$ cat src/hw/rtl/i2cm16_pkg.sv
package i2cm16_pkg;

  // Request codes carried in req_type
  localparam logic [1:0] REQ_TICK  = 2'd0;
  localparam logic [1:0] REQ_WRITE = 2'd1;
  localparam logic [1:0] REQ_READ  = 2'd2;

  localparam int unsigned REQ_W   = 2;
  localparam int unsigned BYTE_W  = 8;
  localparam int unsigned RADDR_W = 16;

  localparam logic [BYTE_W-1:0] ACK_TIMEOUT_RST = 8'd250;

  // One result item
  typedef struct packed {
    logic              scl_out;
    logic              sda_out;
    logic              busy_res;
    logic              wr_data_taken;
    logic [BYTE_W-1:0] rd_data;
    logic              rd_valid;
    logic              done_res;
    logic              nack_error;
  } out_pay_t;

endpackage

$ cat src/hw/rtl/i2cm16_in_if.sv
interface i2cm16_in_if import i2cm16_pkg::*; ();
  logic               valid;
  logic               ready;
  logic [REQ_W-1:0]   req_type;
  logic [BYTE_W-1:0]  dev_addr;
  logic [RADDR_W-1:0] reg_addr;
  logic [BYTE_W-1:0]  byte_count;
  logic [BYTE_W-1:0]  wr_data;
  logic               sda_in;

  modport source (output valid, req_type, dev_addr, reg_addr, byte_count, wr_data, sda_in,
                  input ready);
  modport sink (input valid, req_type, dev_addr, reg_addr, byte_count, wr_data, sda_in,
                output ready);
endinterface

$ cat src/hw/rtl/i2cm16_out_if.sv
interface i2cm16_out_if import i2cm16_pkg::*; ();
  logic              valid;
  logic              ready;
  logic              scl_out;
  logic              sda_out;
  logic              busy_res;
  logic              wr_data_taken;
  logic [BYTE_W-1:0] rd_data;
  logic              rd_valid;
  logic              done_res;
  logic              nack_error;

  modport source (output valid, scl_out, sda_out, busy_res, wr_data_taken, rd_data,
                  rd_valid, done_res, nack_error, input ready);
  modport sink (input valid, scl_out, sda_out, busy_res, wr_data_taken, rd_data,
                rd_valid, done_res, nack_error, output ready);
endinterface

$ cat src/hw/rtl/i2cm16_cfg_if.sv
interface i2cm16_cfg_if import i2cm16_pkg::*; ();
  logic              valid;
  logic              ready;
  logic [BYTE_W-1:0] ack_timeout;

  modport source (output valid, ack_timeout, input ready);
  modport sink (input valid, ack_timeout, output ready);
endinterface

$ cat src/hw/rtl/i2c_master_reg16_bitbang.sv
// I2C master for devices with a 16-bit register address, bit-banged one pin
// step per request.
// in_ch: one request per bus delay tick. It carries the sampled SDA level and,
//   while the block is idle, may start a write (req_type 1) or a read
//   (req_type 2) using dev_addr, reg_addr and byte_count. wr_data is sampled
//   on the tick whose result shows wr_data_taken.
// out_ch: exactly one result per request: SCL/SDA drive levels for that tick,
//   busy, read byte strobe, done and nack_error.
// cfg_ch: writes ack_timeout (reset 250); always ready, write only when idle.
// Latency: the result of a request is valid on out_ch the cycle after it is
//   accepted unless an older result still waits. Throughput: one request per
//   cycle while in_ch.ready is high; the pin sequencer takes a single step per
//   request, computed in combinational logic.
// Stalls: results go to an output register backed by one skid register, so a
//   request is still taken while one result waits; in_ch.ready drops only
//   once both hold a result, and resumes the cycle after out_ch drains one.
// Reset (rst_n low, synchronous): sequencer idle, both lines released,
//   output and skid registers empty.
module i2c_master_reg16_bitbang import i2cm16_pkg::*; (
  input  logic         clk,
  input  logic         rst_n,
  i2cm16_in_if.sink    in_ch,
  i2cm16_out_if.source out_ch,
  i2cm16_cfg_if.sink   cfg_ch
);

  typedef enum logic [4:0] {
    PH_IDLE, PH_ST_A, PH_ST_B, PH_ST_C, PH_TX_LO, PH_TX_HI, PH_ACK_REL, PH_ACK_HI,
    PH_ACK_LO, PH_RX_HI, PH_RX_LO, PH_MA_LO, PH_MA_HI, PH_MA_END, PH_MA_REL,
    PH_SP_A, PH_SP_B, PH_SP_C
  } phase_t;

  // Which byte is on the wire
  typedef enum logic [2:0] {
    STG_DEV, STG_AHI, STG_ALO, STG_DATA, STG_RDEV
  } stage_t;

  phase_t              phase_r, phase_nxt;
  stage_t              stage_r, stage_nxt;
  logic [3:0]          bit_idx_r, bit_idx_nxt;
  logic [BYTE_W-1:0]   bytes_left_r, bytes_left_nxt;
  logic [BYTE_W-1:0]   shift_r, shift_nxt;
  logic [BYTE_W-1:0]   wait_cnt_r, wait_cnt_nxt;
  logic [BYTE_W-1:0]   held_dev_r, held_dev_nxt;
  logic [RADDR_W-1:0]  held_reg_r, held_reg_nxt;
  logic                is_read_r, is_read_nxt;
  logic                failed_r, failed_nxt;
  logic [BYTE_W-1:0]   ack_timeout_r;

  out_pay_t            res;
  out_pay_t            out_pay_r;
  out_pay_t            skid_pay_r;
  logic                out_vld_r;
  logic                skid_vld_r;
  logic                acc;
  logic                out_take;
  logic                ackbit;

  assign in_ch.ready  = !skid_vld_r;
  assign cfg_ch.ready = 1'b1;
  assign acc          = in_ch.valid && in_ch.ready;
  assign out_take     = out_vld_r && out_ch.ready;

  // One pin step of the sequencer
  always_comb begin
    phase_nxt      = phase_r;
    stage_nxt      = stage_r;
    bit_idx_nxt    = bit_idx_r;
    bytes_left_nxt = bytes_left_r;
    shift_nxt      = shift_r;
    wait_cnt_nxt   = wait_cnt_r;
    held_dev_nxt   = held_dev_r;
    held_reg_nxt   = held_reg_r;
    is_read_nxt    = is_read_r;
    failed_nxt     = failed_r;
    res            = '0;
    res.scl_out    = 1'b1;
    res.sda_out    = 1'b1;

    // Latch a new transaction; starts while busy are dropped
    if (phase_r == PH_IDLE &&
        (in_ch.req_type == REQ_WRITE || in_ch.req_type == REQ_READ)) begin
      held_dev_nxt   = in_ch.dev_addr;
      held_reg_nxt   = in_ch.reg_addr;
      bytes_left_nxt = in_ch.byte_count;
      is_read_nxt    = (in_ch.req_type == REQ_READ);
      shift_nxt      = in_ch.dev_addr;
      stage_nxt      = STG_DEV;
      bit_idx_nxt    = '0;
      wait_cnt_nxt   = '0;
      failed_nxt     = 1'b0;
      phase_nxt      = PH_ST_A;
    end
    res.busy_res = (phase_nxt != PH_IDLE);
    ackbit       = (bytes_left_nxt == '0);

    unique case (phase_nxt)
      PH_ST_A: begin
        phase_nxt = PH_ST_B;
      end
      PH_ST_B: begin
        res.sda_out = 1'b0;
        phase_nxt   = PH_ST_C;
      end
      PH_ST_C: begin
        res.scl_out = 1'b0;
        res.sda_out = 1'b0;
        bit_idx_nxt = '0;
        phase_nxt   = PH_TX_LO;
      end
      PH_TX_LO: begin
        if (stage_nxt == STG_DATA && bit_idx_nxt == '0) begin
          shift_nxt         = in_ch.wr_data;
          res.wr_data_taken = 1'b1;
        end
        res.scl_out = 1'b0;
        res.sda_out = shift_nxt[BYTE_W-1];
        phase_nxt   = PH_TX_HI;
      end
      PH_TX_HI: begin
        res.sda_out = shift_nxt[BYTE_W-1];
        shift_nxt   = {shift_nxt[BYTE_W-2:0], 1'b0};
        bit_idx_nxt = bit_idx_nxt + 4'd1;
        phase_nxt   = (bit_idx_nxt >= 4'd8) ? PH_ACK_REL : PH_TX_LO;
      end
      PH_ACK_REL: begin
        res.scl_out  = 1'b0;
        wait_cnt_nxt = '0;
        phase_nxt    = PH_ACK_HI;
      end
      PH_ACK_HI: begin
        if (!in_ch.sda_in) begin
          phase_nxt = PH_ACK_LO;
        end else if (wait_cnt_nxt >= ack_timeout_r) begin
          // give up on the ACK
          failed_nxt = 1'b1;
          phase_nxt  = PH_ACK_LO;
        end else begin
          wait_cnt_nxt = wait_cnt_nxt + 8'd1;
        end
      end
      PH_ACK_LO: begin
        res.scl_out = 1'b0;
        if (failed_nxt) begin
          phase_nxt = PH_SP_A;
        end else if (stage_nxt == STG_DEV) begin
          shift_nxt   = held_reg_nxt[15:8];
          stage_nxt   = STG_AHI;
          bit_idx_nxt = '0;
          phase_nxt   = PH_TX_LO;
        end else if (stage_nxt == STG_AHI) begin
          shift_nxt   = held_reg_nxt[7:0];
          stage_nxt   = STG_ALO;
          bit_idx_nxt = '0;
          phase_nxt   = PH_TX_LO;
        end else if (stage_nxt == STG_ALO && is_read_nxt) begin
          // repeated START, then device byte in read form
          shift_nxt = held_dev_nxt + 8'd1;
          stage_nxt = STG_RDEV;
          phase_nxt = PH_ST_A;
        end else if (stage_nxt == STG_ALO || stage_nxt == STG_DATA) begin
          if (bytes_left_nxt == '0) begin
            phase_nxt = PH_SP_A;
          end else begin
            bytes_left_nxt = bytes_left_nxt - 8'd1;
            shift_nxt      = '0;
            stage_nxt      = STG_DATA;
            bit_idx_nxt    = '0;
            phase_nxt      = PH_TX_LO;
          end
        end else if (bytes_left_nxt == '0) begin
          phase_nxt = PH_SP_A;
        end else begin
          shift_nxt   = '0;
          bit_idx_nxt = '0;
          phase_nxt   = PH_RX_HI;
        end
      end
      PH_RX_HI: begin
        shift_nxt = {shift_nxt[BYTE_W-2:0], in_ch.sda_in};
        phase_nxt = PH_RX_LO;
      end
      PH_RX_LO: begin
        res.scl_out = 1'b0;
        bit_idx_nxt = bit_idx_nxt + 4'd1;
        if (bit_idx_nxt >= 4'd8) begin
          if (bytes_left_nxt != '0) begin
            bytes_left_nxt = bytes_left_nxt - 8'd1;
          end
          res.rd_data  = shift_nxt;
          res.rd_valid = 1'b1;
          phase_nxt    = PH_MA_LO;
        end else begin
          phase_nxt = PH_RX_HI;
        end
      end
      PH_MA_LO: begin
        res.scl_out = 1'b0;
        res.sda_out = ackbit;
        phase_nxt   = PH_MA_HI;
      end
      PH_MA_HI: begin
        res.sda_out = ackbit;
        phase_nxt   = PH_MA_END;
      end
      PH_MA_END: begin
        res.scl_out = 1'b0;
        res.sda_out = ackbit;
        phase_nxt   = ackbit ? PH_SP_A : PH_MA_REL;
      end
      PH_MA_REL: begin
        res.scl_out = 1'b0;
        shift_nxt   = '0;
        bit_idx_nxt = '0;
        phase_nxt   = PH_RX_HI;
      end
      PH_SP_A: begin
        res.scl_out = 1'b0;
        res.sda_out = 1'b0;
        phase_nxt   = PH_SP_B;
      end
      PH_SP_B: begin
        res.sda_out = 1'b0;
        phase_nxt   = PH_SP_C;
      end
      PH_SP_C: begin
        res.done_res   = 1'b1;
        res.nack_error = failed_nxt;
        phase_nxt      = PH_IDLE;
      end
      default: begin
        // idle: both lines released
        res.busy_res = 1'b0;
        phase_nxt    = PH_IDLE;
      end
    endcase
  end

  // Sequencer state: advance once per accepted request
  always_ff @(posedge clk) begin
    if (!rst_n) begin
      phase_r      <= PH_IDLE;
      stage_r      <= STG_DEV;
      bit_idx_r    <= '0;
      bytes_left_r <= '0;
      shift_r      <= '0;
      wait_cnt_r   <= '0;
      held_dev_r   <= '0;
      held_reg_r   <= '0;
      is_read_r    <= 1'b0;
      failed_r     <= 1'b0;
    end else if (acc) begin
      phase_r      <= phase_nxt;
      stage_r      <= stage_nxt;
      bit_idx_r    <= bit_idx_nxt;
      bytes_left_r <= bytes_left_nxt;
      shift_r      <= shift_nxt;
      wait_cnt_r   <= wait_cnt_nxt;
      held_dev_r   <= held_dev_nxt;
      held_reg_r   <= held_reg_nxt;
      is_read_r    <= is_read_nxt;
      failed_r     <= failed_nxt;
    end
  end

  always_ff @(posedge clk) begin
    if (!rst_n) begin
      ack_timeout_r <= ACK_TIMEOUT_RST;
    end else if (cfg_ch.valid && cfg_ch.ready) begin
      ack_timeout_r <= cfg_ch.ack_timeout;
    end
  end

  // Output register with one skid entry behind it
  always_ff @(posedge clk) begin
    if (!rst_n) begin
      out_vld_r  <= 1'b0;
      skid_vld_r <= 1'b0;
    end else if (!out_vld_r || out_take) begin
      out_vld_r  <= skid_vld_r || acc;
      skid_vld_r <= 1'b0;
    end else if (acc) begin
      skid_vld_r <= 1'b1;
    end
  end

  always_ff @(posedge clk) begin
    if (!out_vld_r || out_take) begin
      out_pay_r <= skid_vld_r ? skid_pay_r : res;
    end
    if (acc && out_vld_r && !out_take) begin
      skid_pay_r <= res;
    end
  end

  assign out_ch.valid         = out_vld_r;
  assign out_ch.scl_out       = out_pay_r.scl_out;
  assign out_ch.sda_out       = out_pay_r.sda_out;
  assign out_ch.busy_res      = out_pay_r.busy_res;
  assign out_ch.wr_data_taken = out_pay_r.wr_data_taken;
  assign out_ch.rd_data       = out_pay_r.rd_data;
  assign out_ch.rd_valid      = out_pay_r.rd_valid;
  assign out_ch.done_res      = out_pay_r.done_res;
  assign out_ch.nack_error    = out_pay_r.nack_error;

`ifndef SYNTHESIS
  a_skid_behind_out: assert property (@(posedge clk) disable iff (!rst_n)
    skid_vld_r |-> out_vld_r)
    else $error("skid entry held without output entry");

  a_done_busy: assert property (@(posedge clk) disable iff (!rst_n)
    (out_vld_r && out_pay_r.done_res) |-> out_pay_r.busy_res)
    else $error("done reported outside a transaction");

  a_nack_with_done: assert property (@(posedge clk) disable iff (!rst_n)
    (out_vld_r && out_pay_r.nack_error) |-> out_pay_r.done_res)
    else $error("nack_error without done");

  a_taken_to_tx_hi: assert property (@(posedge clk) disable iff (!rst_n)
    (acc && res.wr_data_taken) |=> (phase_r == PH_TX_HI && stage_r == STG_DATA))
    else $error("write byte taken outside a data bit");

  a_stall_blocks_in: assert property (@(posedge clk) disable iff (!rst_n)
    (out_vld_r && !out_ch.ready && acc) |=> skid_vld_r)
    else $error("request accepted during stall was not parked");
`endif

endmodule
$ cat src/flat_wrapper.sv
// flat-port wrapper written by rule: the top's interface ports become plain ports
module i2c_master_reg16_bitbang_flat import i2cm16_pkg::*;
  (clk, rst_n, in_ch_valid, in_ch_req_type, in_ch_dev_addr, in_ch_reg_addr, in_ch_byte_count, in_ch_wr_data, in_ch_sda_in, in_ch_ready, out_ch_valid, out_ch_scl_out, out_ch_sda_out, out_ch_busy_res, out_ch_wr_data_taken, out_ch_rd_data, out_ch_rd_valid, out_ch_done_res, out_ch_nack_error, out_ch_ready, cfg_ch_valid, cfg_ch_ack_timeout, cfg_ch_ready);
  i2cm16_in_if in_ch_i ();
  i2cm16_out_if out_ch_i ();
  i2cm16_cfg_if cfg_ch_i ();
  input  logic clk;
  input  logic rst_n;
  input wire logic [$bits(in_ch_i.valid)-1:0] in_ch_valid;
  input wire logic [$bits(in_ch_i.req_type)-1:0] in_ch_req_type;
  input wire logic [$bits(in_ch_i.dev_addr)-1:0] in_ch_dev_addr;
  input wire logic [$bits(in_ch_i.reg_addr)-1:0] in_ch_reg_addr;
  input wire logic [$bits(in_ch_i.byte_count)-1:0] in_ch_byte_count;
  input wire logic [$bits(in_ch_i.wr_data)-1:0] in_ch_wr_data;
  input wire logic [$bits(in_ch_i.sda_in)-1:0] in_ch_sda_in;
  output wire logic [$bits(in_ch_i.ready)-1:0] in_ch_ready;
  output wire logic [$bits(out_ch_i.valid)-1:0] out_ch_valid;
  output wire logic [$bits(out_ch_i.scl_out)-1:0] out_ch_scl_out;
  output wire logic [$bits(out_ch_i.sda_out)-1:0] out_ch_sda_out;
  output wire logic [$bits(out_ch_i.busy_res)-1:0] out_ch_busy_res;
  output wire logic [$bits(out_ch_i.wr_data_taken)-1:0] out_ch_wr_data_taken;
  output wire logic [$bits(out_ch_i.rd_data)-1:0] out_ch_rd_data;
  output wire logic [$bits(out_ch_i.rd_valid)-1:0] out_ch_rd_valid;
  output wire logic [$bits(out_ch_i.done_res)-1:0] out_ch_done_res;
  output wire logic [$bits(out_ch_i.nack_error)-1:0] out_ch_nack_error;
  input wire logic [$bits(out_ch_i.ready)-1:0] out_ch_ready;
  input wire logic [$bits(cfg_ch_i.valid)-1:0] cfg_ch_valid;
  input wire logic [$bits(cfg_ch_i.ack_timeout)-1:0] cfg_ch_ack_timeout;
  output wire logic [$bits(cfg_ch_i.ready)-1:0] cfg_ch_ready;
  assign in_ch_i.valid = in_ch_valid;
  assign in_ch_i.req_type = in_ch_req_type;
  assign in_ch_i.dev_addr = in_ch_dev_addr;
  assign in_ch_i.reg_addr = in_ch_reg_addr;
  assign in_ch_i.byte_count = in_ch_byte_count;
  assign in_ch_i.wr_data = in_ch_wr_data;
  assign in_ch_i.sda_in = in_ch_sda_in;
  assign in_ch_ready = in_ch_i.ready;
  assign out_ch_valid = out_ch_i.valid;
  assign out_ch_scl_out = out_ch_i.scl_out;
  assign out_ch_sda_out = out_ch_i.sda_out;
  assign out_ch_busy_res = out_ch_i.busy_res;
  assign out_ch_wr_data_taken = out_ch_i.wr_data_taken;
  assign out_ch_rd_data = out_ch_i.rd_data;
  assign out_ch_rd_valid = out_ch_i.rd_valid;
  assign out_ch_done_res = out_ch_i.done_res;
  assign out_ch_nack_error = out_ch_i.nack_error;
  assign out_ch_i.ready = out_ch_ready;
  assign cfg_ch_i.valid = cfg_ch_valid;
  assign cfg_ch_i.ack_timeout = cfg_ch_ack_timeout;
  assign cfg_ch_ready = cfg_ch_i.ready;
  i2c_master_reg16_bitbang u_core (.clk(clk), .rst_n(rst_n), .in_ch(in_ch_i), .out_ch(out_ch_i), .cfg_ch(cfg_ch_i));
endmodule
$ cat config.mk
export PLATFORM = sky130hd
export DESIGN_NAME = i2c_master_reg16_bitbang_flat
export DESIGN_NICKNAME = d
export VERILOG_FILES = /design/src/hw/rtl/i2cm16_pkg.sv /design/src/hw/rtl/i2cm16_in_if.sv /design/src/hw/rtl/i2cm16_out_if.sv /design/src/hw/rtl/i2cm16_cfg_if.sv /design/src/hw/rtl/i2c_master_reg16_bitbang.sv /design/src/flat_wrapper.sv
export SDC_FILE = /design/constraint.sdc
export NUM_CORES = 1
export LEC_CHECK = 0
export BUFFER_PORTS_ARGS = -buffer_cell sky130_fd_sc_hd__buf_2
export CAP_MARGIN = 20
export CELL_PAD_IN_SITES_DETAIL_PLACEMENT = 1
export CELL_PAD_IN_SITES_GLOBAL_PLACEMENT = 2
export CORE_MARGIN = 2
export CORE_UTILIZATION = 38
export DETAILED_ROUTE_END_ITERATION = 8
export PLACE_DENSITY = 0.82
export REMOVE_ABC_BUFFERS = 1
export SETUP_SLACK_MARGIN = 0.2
export SLEW_MARGIN = 25
export SYNTH_ARGS = -nofsm -noshare
export SYNTH_HDL_FRONTEND = slang
export SYNTH_SLANG_ARGS = --single-unit
export TNS_END_PERCENT = 30
$ cat constraint.sdc
create_clock -name clk -period 9.9 [get_ports clk]
set_input_delay 0.99 -clock clk [delete_from_list [all_inputs] [get_ports clk]]
set_output_delay 0.99 -clock clk [all_outputs]
set_load 0.01 [all_outputs]
==> results.sh, run 1 <==
export IMPL_status="finished clean"
export IMPL_cp_arrival_ps=4990
export IMPL_synth_edff_count=30
export IMPL_ctsResizeCount=0
export IMPL_crit_required_ps=10190
export IMPL_critPathMaxStageDelay_ps=530
export IMPL_pre_cts_slack_ps=4890
export IMPL_wl_per_cell_um=20.3
export IMPL_netlist_instances=781
export IMPL_fin_crit_ps=4700
export IMPL_antenna_found_initial=0
export IMPL_final_common_cell="nand2_1"
export IMPL_min_path_type="flip-flop to flip-flop"
export IMPL_first_global_vias=6327
export IMPL_synth_area_top_cells="dfxtp_1, edfxtp_1, nand2_1, mux2i_1, a21oi_1"
export IMPL_path_clk_slew_ps=80
export IMPL_final_hold_viol_count=0
export IMPL_tns_ps=0
export IMPL_fp_row_count=47
export IMPL_die_x_um=135
export IMPL_drv_slew=0
export IMPL_netlist_area_leader_share=0.223
export IMPL_worstSetupPathType="input port to flip-flop"
export IMPL_chipHeight_um=135
export IMPL_multiInputGateArea_um2=3760
export IMPL_power_share_clock=0.375
export IMPL_drc=0
export IMPL_gp_congestion=0.894
export IMPL_first_iter_violations=510
export IMPL_placed_cell_area_um2=6880
export IMPL_syn_to_final_growth_pct=11.1
export IMPL_ys_ff_latch=102
export IMPL_crit_top_cell="ha_1"
export IMPL_totalWireLength_mm=21.0
export IMPL_power_leakage_uw=0.00271
export IMPL_cts_hold_buf=0
export IMPL_drive_gt1_frac=0.161
export IMPL_clockBufferDepth=2
export IMPL_timing_final_crit_share=0.475
export IMPL_worst_slew_pin_slew_ps=964
export IMPL_synth_area_um2=6480
export IMPL_dr_pass1_iters=5
export IMPL_cts_htree_levels=3
export IMPL_seq_area_um2=2340
export IMPL_die_area_um2=18100
export IMPL_skew_ps=10.6
export IMPL_maxCapViolations=0
export IMPL_seqPwrFrac=0.452
export IMPL_portBuffers=72
export IMPL_fmax_mhz=213
export IMPL_synth_cell_type_count=79
export IMPL_n_fill_cell=2013
export IMPL_grt_overflow=0
export IMPL_combPwrFrac=0.173
export IMPL_synth_area_leader_cell="dfxtp_1"
export IMPL_max_slew_margin_rel=0.354
export IMPL_cts_tree="built"
export IMPL_synthFlopType="dfxtp_1"
export IMPL_layout_common_cells="nand2_1, buf_2, dfxtp_1, a21oi_1, nor2_1"
export IMPL_vias_per_cell=5.96
export IMPL_setup_ws_ps=5200
export IMPL_p_int_uw=719
export IMPL_dpl_hpwl_mm=15.0
export IMPL_start_kind="input port"
export IMPL_p_switching_uw=326
export IMPL_slowest_stage="nor2_8"
export IMPL_rsz0062_at_grt="false"
export IMPL_core_area_um2=16600
export IMPL_cts_root_buffer="clkbuf_16"
export IMPL_finish_utilization=0.432
export IMPL_num_antenna_cells=0
export IMPL_grt_max_degree=49
export IMPL_ir_drop_uv=98.4
export IMPL_power_density_nw_per_um2=145
export IMPL_grt_pass1_wl_mm=33.8
export IMPL_ys_seq_area_frac=0.362
export IMPL_syn_avg_cell_area_um2=8.29
export IMPL_final_area_um2=7200
export IMPL_initial_core_util=0.389
export IMPL_ant_nets=0
export IMPL_setup_viol=0
export IMPL_vias=6171
export IMPL_post_place_cells=1020
export IMPL_fin_cells=1036
export IMPL_cts_buffers=9
export IMPL_cts_setup_buffers=0
export IMPL_synthArstFlopShare=0
export IMPL_track_usage=0.235
export IMPL_worstPathMaxFanout=36
export IMPL_cts_sinks=102
export IMPL_cp_end_kind="flip-flop"
export IMPL_crit_path_cell_trace="buf_2 -> inv_1 -> ha_1 -> or3_4 -> nor2_8 -> mux2i_1 -> ha_1 -> or3b_2 -> nor4_4 -> a21oi_2 -> o21ai_2 -> mux2_2 -> o21ai_1"
export IMPL_clock_latency_ps=360
export IMPL_switching_share=0.312
export IMPL_io_pins=74
export IMPL_synth_warnings=0
export IMPL_nets=881
-- per-layer routing --
layer / global-route usage / wire [um] / vias up / part of all wire
li1: - / - / 2922 / -
met4: 0.0684 / 346 / 0 / 0.016
met1: 0.315 / 9820 / 3051 / 0.47
met5: 0 / 0 / - / 0
met2: 0.398 / 9890 / 174 / 0.47
met3: 0.0315 / 923 / 24 / 0.044
-- power groups by stage --
stage / Combinational [uW] / Sequential, uW / Clock, uW
floorplan: 110 / 477 / 0
detailed placement: 179 / 482 / 0
CTS: 181 / 472 / 399
global route: 199 / 475 / 416
finish: 181 / 473 / 391
global placement: 172 / 480 / 0
-- final timing paths --
path / startpoint / to / slack [ps] / cells past startpoint
worst max-delay path: in_ch_req_type[0] / u_core.bytes_left_r[1] / 5200 / 13
worst min-delay path: u_core.held_reg_r[2] / u_core.held_reg_r[2] / 470 / 2
worst max register to register: u_core.phase_r[2] / u_core.bytes_left_r[1] / 5490 / 10
worst min register to register: u_core.held_reg_r[2] / u_core.held_reg_r[2] / 470 / 2
-- per-stage QoR --
stage,total power (uW),hold WS [ps]
6_report,1050,470
2_1_floorplan,587,438
3_3_place_gp,652,450
3_5_place_dp,661,465
4_1_cts,1050,474
5_1_grt,1090,483
-- sequential cells by signal, indices dropped and copies added, names as in the netlist, 3 cells and up --
| register | flops |
|---|---|
| u_core.bit_idx_r | 4 |
| u_core.out_ch.rd_data | 8 |
| u_core.bytes_left_r | 8 |
| u_core.phase_r | 5 |
| u_core.ack_timeout_r | 8 |
| u_core.skid_pay_r | 15 |
| u_core.stage_r | 3 |
| u_core.shift_r | 8 |
| u_core.held_dev_r | 8 |
| u_core.held_reg_r | 16 |
| u_core.wait_cnt_r | 8 |
-- synthesized netlist by cell type, types with 5 or more instances --
cell,instances
o221ai_1,5
o21ai_0,42
or3_1,6
nand4_1,9
clkbuf_1,35
nor2b_1,10
inv_1,25
edfxtp_1,30
o21a_1,6
nor2_1,53
buf_4,6
and3_1,5
o31ai_1,16
dfxtp_1,72
a211oi_1,5
mux2i_1,33
nand3_1,25
o211ai_1,18
and2_1,6
a22o_1,5
nor4_1,5
xnor2_1,7
a21boi_0,29
a21oi_1,55
buf_1,5
nand2_1,117
a31oi_1,14
mux2_2,9
nor3_1,12
ha_1,14
buf_2,9
a211o_1,6
nand2b_1,5
-- kinds of logic after synthesis --
logic type / count (synthesis) / synth area share
flip-flops: 102 / 0.362
other: 1 / 0.000579
adder cells (fa/ha/maj): 14 / 0.0270
AND/OR/NAND/NOR: 286 / 0.223
AO/OA/AOI/OAI: 241 / 0.248
XOR/XNOR: 9 / 0.0122
multiplexers: 43 / 0.0684
buffers and inverters: 85 / 0.0593
-- worst max-delay path: cells and delay by family --
kind / cells / cell delay (ps)
and+or+nand+nor: 4 / 1820
AOI/OAI and AO/OA: 3 / 560
adders and majority gates: 2 / 660
buffers and inverters: 2 / 120
muxes: 2 / 820
-- layout make-up --
type | count | share of cell area
Multi-Input combinational cell | 594 | 0.522
Inverter | 27 | 0.0141
Timing Repair Buffer | 77 | 0.0553
Clock inverter | 7 | 0.0134
Clock buffer | 9 | 0.0313
Sequential cell | 102 | 0.325
Tap cell | 220 | 0.0382
(Power assumes the default switching activity.)
==> inputs of run 2 (changes only) <==
Settings changed: CORE_UTILIZATION 38 to 36, PLACE_DENSITY 0.82 to 0.78.
Clock period 9.9 ns to 4.6 ns, I/O delays scaled along.
==> results.sh, run 2 (synthesis results as in run 1) <==
export IMPL_cp_end_kind="flip-flop"
export IMPL_portBuffers=72
export IMPL_hold_start="cfg_ch_ack_timeout[1]"
export IMPL_wl_met1_mm=10.1
export IMPL_skew_ps=9.39
export IMPL_largest_reg_flops=16
export IMPL_cp_arrival_ps=4020
export IMPL_cts_sinks=102
export IMPL_die_area_um2=19100
export IMPL_cts_setup_buffers=0
export IMPL_final_common_cell="nand2_1"
export IMPL_cts_htree_levels=3
export IMPL_p_total_uw=2260
export IMPL_io_pins=74
export IMPL_fp_row_count=49
export IMPL_track_usage=0.224
export IMPL_clock_latency_ps=360
export IMPL_worstPathMaxFanout=10
export IMPL_fin_crit_ps=3730
export IMPL_rsz0062_at_grt="false"
export IMPL_worstReg2RegStart="u_core.phase_r[1]"
export IMPL_crit_path_cell_trace="buf_2 -> inv_1 -> ha_1 -> or3_4 -> nor2_8 -> mux2i_1 -> ha_1 -> or3b_2 -> nor4_4 -> a21oi_2 -> o21ai_2 -> mux2_2 -> o21ai_1"
export IMPL_cts_tree="built"
export IMPL_ctsResizeCount=0
export IMPL_power_leakage_uw=0.00275
export IMPL_grt_max_degree=55
export IMPL_wl_met3_mm=1.00
export IMPL_reg2reg_depth=10
export IMPL_n_fill_cell=2161
export IMPL_first_global_vias=6269
export IMPL_dr_pass1_iters=5
export IMPL_vias_per_cell=5.82
export IMPL_setup_ws_ps=870
export IMPL_initial_core_util=0.364
export IMPL_grt_overflow=0
export IMPL_num_antenna_cells=0
export IMPL_crit_top_cell="ha_1"
export IMPL_first_iter_violations=359
export IMPL_pre_cts_slack_ps=530
export IMPL_chipHeight_um=138
export IMPL_met2_length_mm=9.88
export IMPL_cts_root_buffer="clkbuf_16"
export IMPL_min_to="u_core.ack_timeout_r[1]"
export IMPL_clockBufferDepth=2
export IMPL_fmax_mhz=268
export IMPL_totalWireLength_mm=21.3
export IMPL_slowest_stage="or3b_2"
export IMPL_gp_congestion=0.928
export IMPL_start_kind="input port"
export IMPL_min_path_type="input port to flip-flop"
export IMPL_die_x_um=138
export IMPL_path_clk_slew_ps=80
export IMPL_power_density_nw_per_um2=310
export IMPL_layout_common_cells="nand2_1, buf_2, dfxtp_1, a21oi_1, nor2_1"
export IMPL_worst_slew_pin_slew_ps=1010
export IMPL_drive_gt1_frac=0.170
export IMPL_timing_final_crit_share=0.811
export IMPL_grt_pass1_wl_mm=34.7
export IMPL_status="finished clean"
export IMPL_critPathMaxStageDelay_ps=490
export IMPL_final_hold_viol_count=0
export IMPL_worstSetupPathType="input port to flip-flop"
export IMPL_max_slew_margin_rel=0.325
export IMPL_cts_hold_buf=0
export IMPL_antenna_found_initial=0
export IMPL_drv_slew=0
export IMPL_nets=889
export IMPL_drc=0
export IMPL_core_area_um2=17800
export IMPL_dpl_hpwl_mm=15.7
export IMPL_tns_ps=0
export IMPL_cts_buffers=9
export IMPL_holdPathStages=3
export IMPL_maxCapViolations=0
export IMPL_setup_viol=0
export IMPL_syn_to_final_growth_pct=12.3
export IMPL_vias=6128
export IMPL_top_register="u_core.held_reg_r"
export IMPL_ir_drop_uv=184
export IMPL_top_regs="u_core.held_reg_r (16), u_core.skid_pay_r (15)"
export IMPL_ant_nets=0
export IMPL_reg2reg_slack_ps=880
export IMPL_reg2reg_to="u_core.bytes_left_r[1]"
export IMPL_top_layer="met4"
export IMPL_crit_required_ps=4890
export IMPL_wl_per_cell_um=20.3
-- run 2: power breakdown --
group / internal [uW] / switching, uW
registers: 971 / 43.1
logic: 140 / 259
clock network: 442 / 401
-- run 2: layout make-up --
type	count	area, um^2	area share
multi-input combinational	594	3770	0.518
timing repair buffer	85	458	0.0630
sequential	102	2340	0.322
tap	229	287	0.0394
clock buffer	9	225	0.0310
inverter	27	101	0.0139
clock inverter	7	93.8	0.0129
-- run 2: per-stage QoR --
| step | cells | util | hold slack, ps | instance area, um^2 |
|---|---|---|---|---|
| 6_report | 1053 | 0.409 | 317 | 7270 |
| 3_3_place_gp | 1037 | 0.391 | 451 | 6940 |
| 2_1_floorplan | 723 | - | 438 | 6190 |
| 4_1_cts | 1053 | 0.409 | 314 | 7270 |
| 5_1_grt | 1053 | 0.409 | 338 | 7270 |
| 3_5_place_dp | 1037 | 0.391 | 461 | 6950 |
-- run 2: per-layer routing --
layer	GRT usage	up-vias
li1	-	2931
met1	0.318	2989
met2	0.361	174
met3	0.0267	34
met4	0.0650	0
met5	0	-
-- run 2: worst max-delay path by stage --
stage               slack [ps]  cells after the start                endpoint              start
floorplan                  940                     12  u_core.bytes_left_r[1]  in_ch_req_type[0]
global placement           690                     13  u_core.bytes_left_r[1]  in_ch_req_type[0]
detailed placement         530                     13  u_core.bytes_left_r[1]  in_ch_req_type[0]
CTS                        890                     13  u_core.bytes_left_r[1]  in_ch_req_type[0]
global route               680                     13  u_core.bytes_left_r[1]  in_ch_req_type[0]
finish                     870                     13  u_core.bytes_left_r[1]  in_ch_req_type[0]
-- run 2: critical path: cells and delay by family --
kind,cells,cell delay (ps)
buffers and inverters,2,100
AND/OR/NAND/NOR,4,1530
AO/OA/AOI/OAI,3,500
adder cells (fa/ha/maj),2,650
multiplexers,2,770
==> inputs of run 3 (changes only) <==
Clock period 4.6 ns to 3.9 ns, I/O delays scaled along.
==> results.sh, run 3 (synthesis results as in run 1) <==
export IMPL_rsz0062_at_grt="false"
export IMPL_first_iter_violations=481
export IMPL_switching_share=0.310
export IMPL_max_slew_margin_rel=0.368
export IMPL_antenna_found_initial=0
export IMPL_tns_ps=0
export IMPL_final_common_cell="nand2_1"
export IMPL_fin_crit_ps=3420
export IMPL_wl_per_cell_um=20.3
export IMPL_top_regs="u_core.held_reg_r (16), u_core.skid_pay_r (15)"
export IMPL_nets=900
export IMPL_cts_setup_buffers=0
export IMPL_vias_per_cell=5.87
export IMPL_layout_common_cells="nand2_1, buf_2, dfxtp_1, a21oi_1, nor2_1"
export IMPL_drive_gt1_frac=0.178
export IMPL_final_hold_viol_count=0
export IMPL_worst_slew_pin_slew_ps=943
export IMPL_cts_htree_levels=3
export IMPL_startpoint="u_core.phase_r[3]"
export IMPL_first_global_vias=6405
export IMPL_gp_congestion=0.908
export IMPL_die_x_um=138
export IMPL_grt_pass1_wl_mm=35.0
export IMPL_syn_to_final_growth_pct=13.4
export IMPL_min_path_type="input port to flip-flop"
export IMPL_cts_root_buffer="clkbuf_16"
export IMPL_drv_slew=0
export IMPL_setup_viol=0
export IMPL_cp_end_kind="flip-flop"
export IMPL_p_switching_uw=834
export IMPL_power_share_clock=0.374
export IMPL_slowest_stage="dfxtp_1"
export IMPL_p_int_uw=1860
export IMPL_dpl_hpwl_mm=15.9
export IMPL_cts_tree="built"
export IMPL_largest_reg_flops=16
export IMPL_combPwrFrac=0.180
export IMPL_num_antenna_cells=0
export IMPL_io_pins=74
export IMPL_skew_ps=7.79
export IMPL_worstReg2RegStart="u_core.phase_r[3]"
export IMPL_drc=0
export IMPL_track_usage=0.226
export IMPL_clockBufferDepth=2
export IMPL_ctsResizeCount=0
export IMPL_ant_nets=0
export IMPL_grt_max_degree=36
export IMPL_clock_latency_ps=370
export IMPL_start_kind="flip-flop"
export IMPL_core_area_um2=17800
export IMPL_die_area_um2=19100
export IMPL_worstSetupPathType="flip-flop to flip-flop"
export IMPL_dr_pass1_iters=4
export IMPL_crit_path_cell_trace="nor3_4 -> nand2_2 -> nand2_1 -> ha_1 -> nor2_1 -> a211o_1 -> a221oi_2 -> nor3_2 -> a311o_1 -> o311ai_1"
export IMPL_vias=6242
export IMPL_grt_overflow=0
export IMPL_status="finished clean"
export IMPL_cts_buffers=9
export IMPL_chipHeight_um=138
export IMPL_cts_sinks=102
export IMPL_fin_cells=1064
export IMPL_fmax_mhz=292
export IMPL_totalWireLength_mm=21.6
export IMPL_path_clk_slew_ps=70
export IMPL_critPathMaxStageDelay_ps=780
export IMPL_worstPathMaxFanout=16
export IMPL_top_register="u_core.held_reg_r"
export IMPL_crit_required_ps=4160
export IMPL_ir_drop_uv=217
export IMPL_seqPwrFrac=0.445
export IMPL_fp_row_count=49
export IMPL_initial_core_util=0.364
export IMPL_power_density_nw_per_um2=366
export IMPL_hold_start="cfg_ch_ack_timeout[1]"
export IMPL_post_place_cells=1048
export IMPL_maxCapViolations=0
export IMPL_cts_hold_buf=0
export IMPL_crit_family="compound AO/OA/AOI/OAI gates"
export IMPL_cp_arrival_ps=3680
export IMPL_path_buf_inv=0
export IMPL_power_leakage_uw=0.00281
export IMPL_timing_final_crit_share=0.877
export IMPL_portBuffers=72
## run 3: metal layers
metal  track usage  share of wire  vias to the layer above  wire length (um)
met1         0.314           0.47                     3109             10300
met3        0.0371          0.040                       17               864
met4        0.0446          0.010                        0               216
met2         0.373           0.48                      153             10300
met5             0              0                        -                 0
li1              -              -                     2963                 -
## run 3: layout make-up
type / count / area, um^2
Clock buffer: 10 / 239
Multi-Input combinational cell: 594 / 3760
Clock inverter: 6 / 81.3
Timing Repair Buffer: 96 / 541
Fill cell: 2137 / 10400
Tap cell: 229 / 287
Inverter: 27 / 101
Sequential cell: 102 / 2340
## run 3: power groups by stage
stage	Sequential [uW]	Clock, uW	Combinational [uW]
2_1_floorplan	1210	0	278
3_3_place_gp	1220	0	464
3_5_place_dp	1220	0	480
4_1_cts	1200	1030	483
5_1_grt	1210	1070	533
6_report	1200	1010	485
## run 3: worst register-to-register path, cell delays in order (launching register included)
cell and delay [ps]:
dfxtp_1 780, nor3_4 170, nand2_2 300, nand2_1 220, ha_1 350, nor2_1 50
a211o_1 310, a221oi_2 490, nor3_2 150, a311o_1 390, o311ai_1 100
## run 3: final timing paths
kind | end | slack (ps) | depth (start not counted)
hold / removal | u_core.ack_timeout_r[1] | 250 | 3
setup / recovery | u_core.wait_cnt_r[3] | 480 | 10
setup reg to reg | u_core.wait_cnt_r[3] | 480 | 10
hold reg to reg | u_core.held_reg_r[14] | 470 | 2
## run 3: per-stage QoR
step | power [uW] | instance area (um^2) | util | hold slack, ps | setup slack [ps]
floorplan | 1490 | 6190 | - | 438 | 313
global placement | 1680 | 7030 | 0.395 | 450 | 447
detailed placement | 1700 | 7030 | 0.395 | 458 | 269
CTS | 2710 | 7350 | 0.413 | 245 | 492
global route | 2810 | 7350 | 0.413 | 249 | 289
finish | 2690 | 7350 | 0.413 | 247 | 480
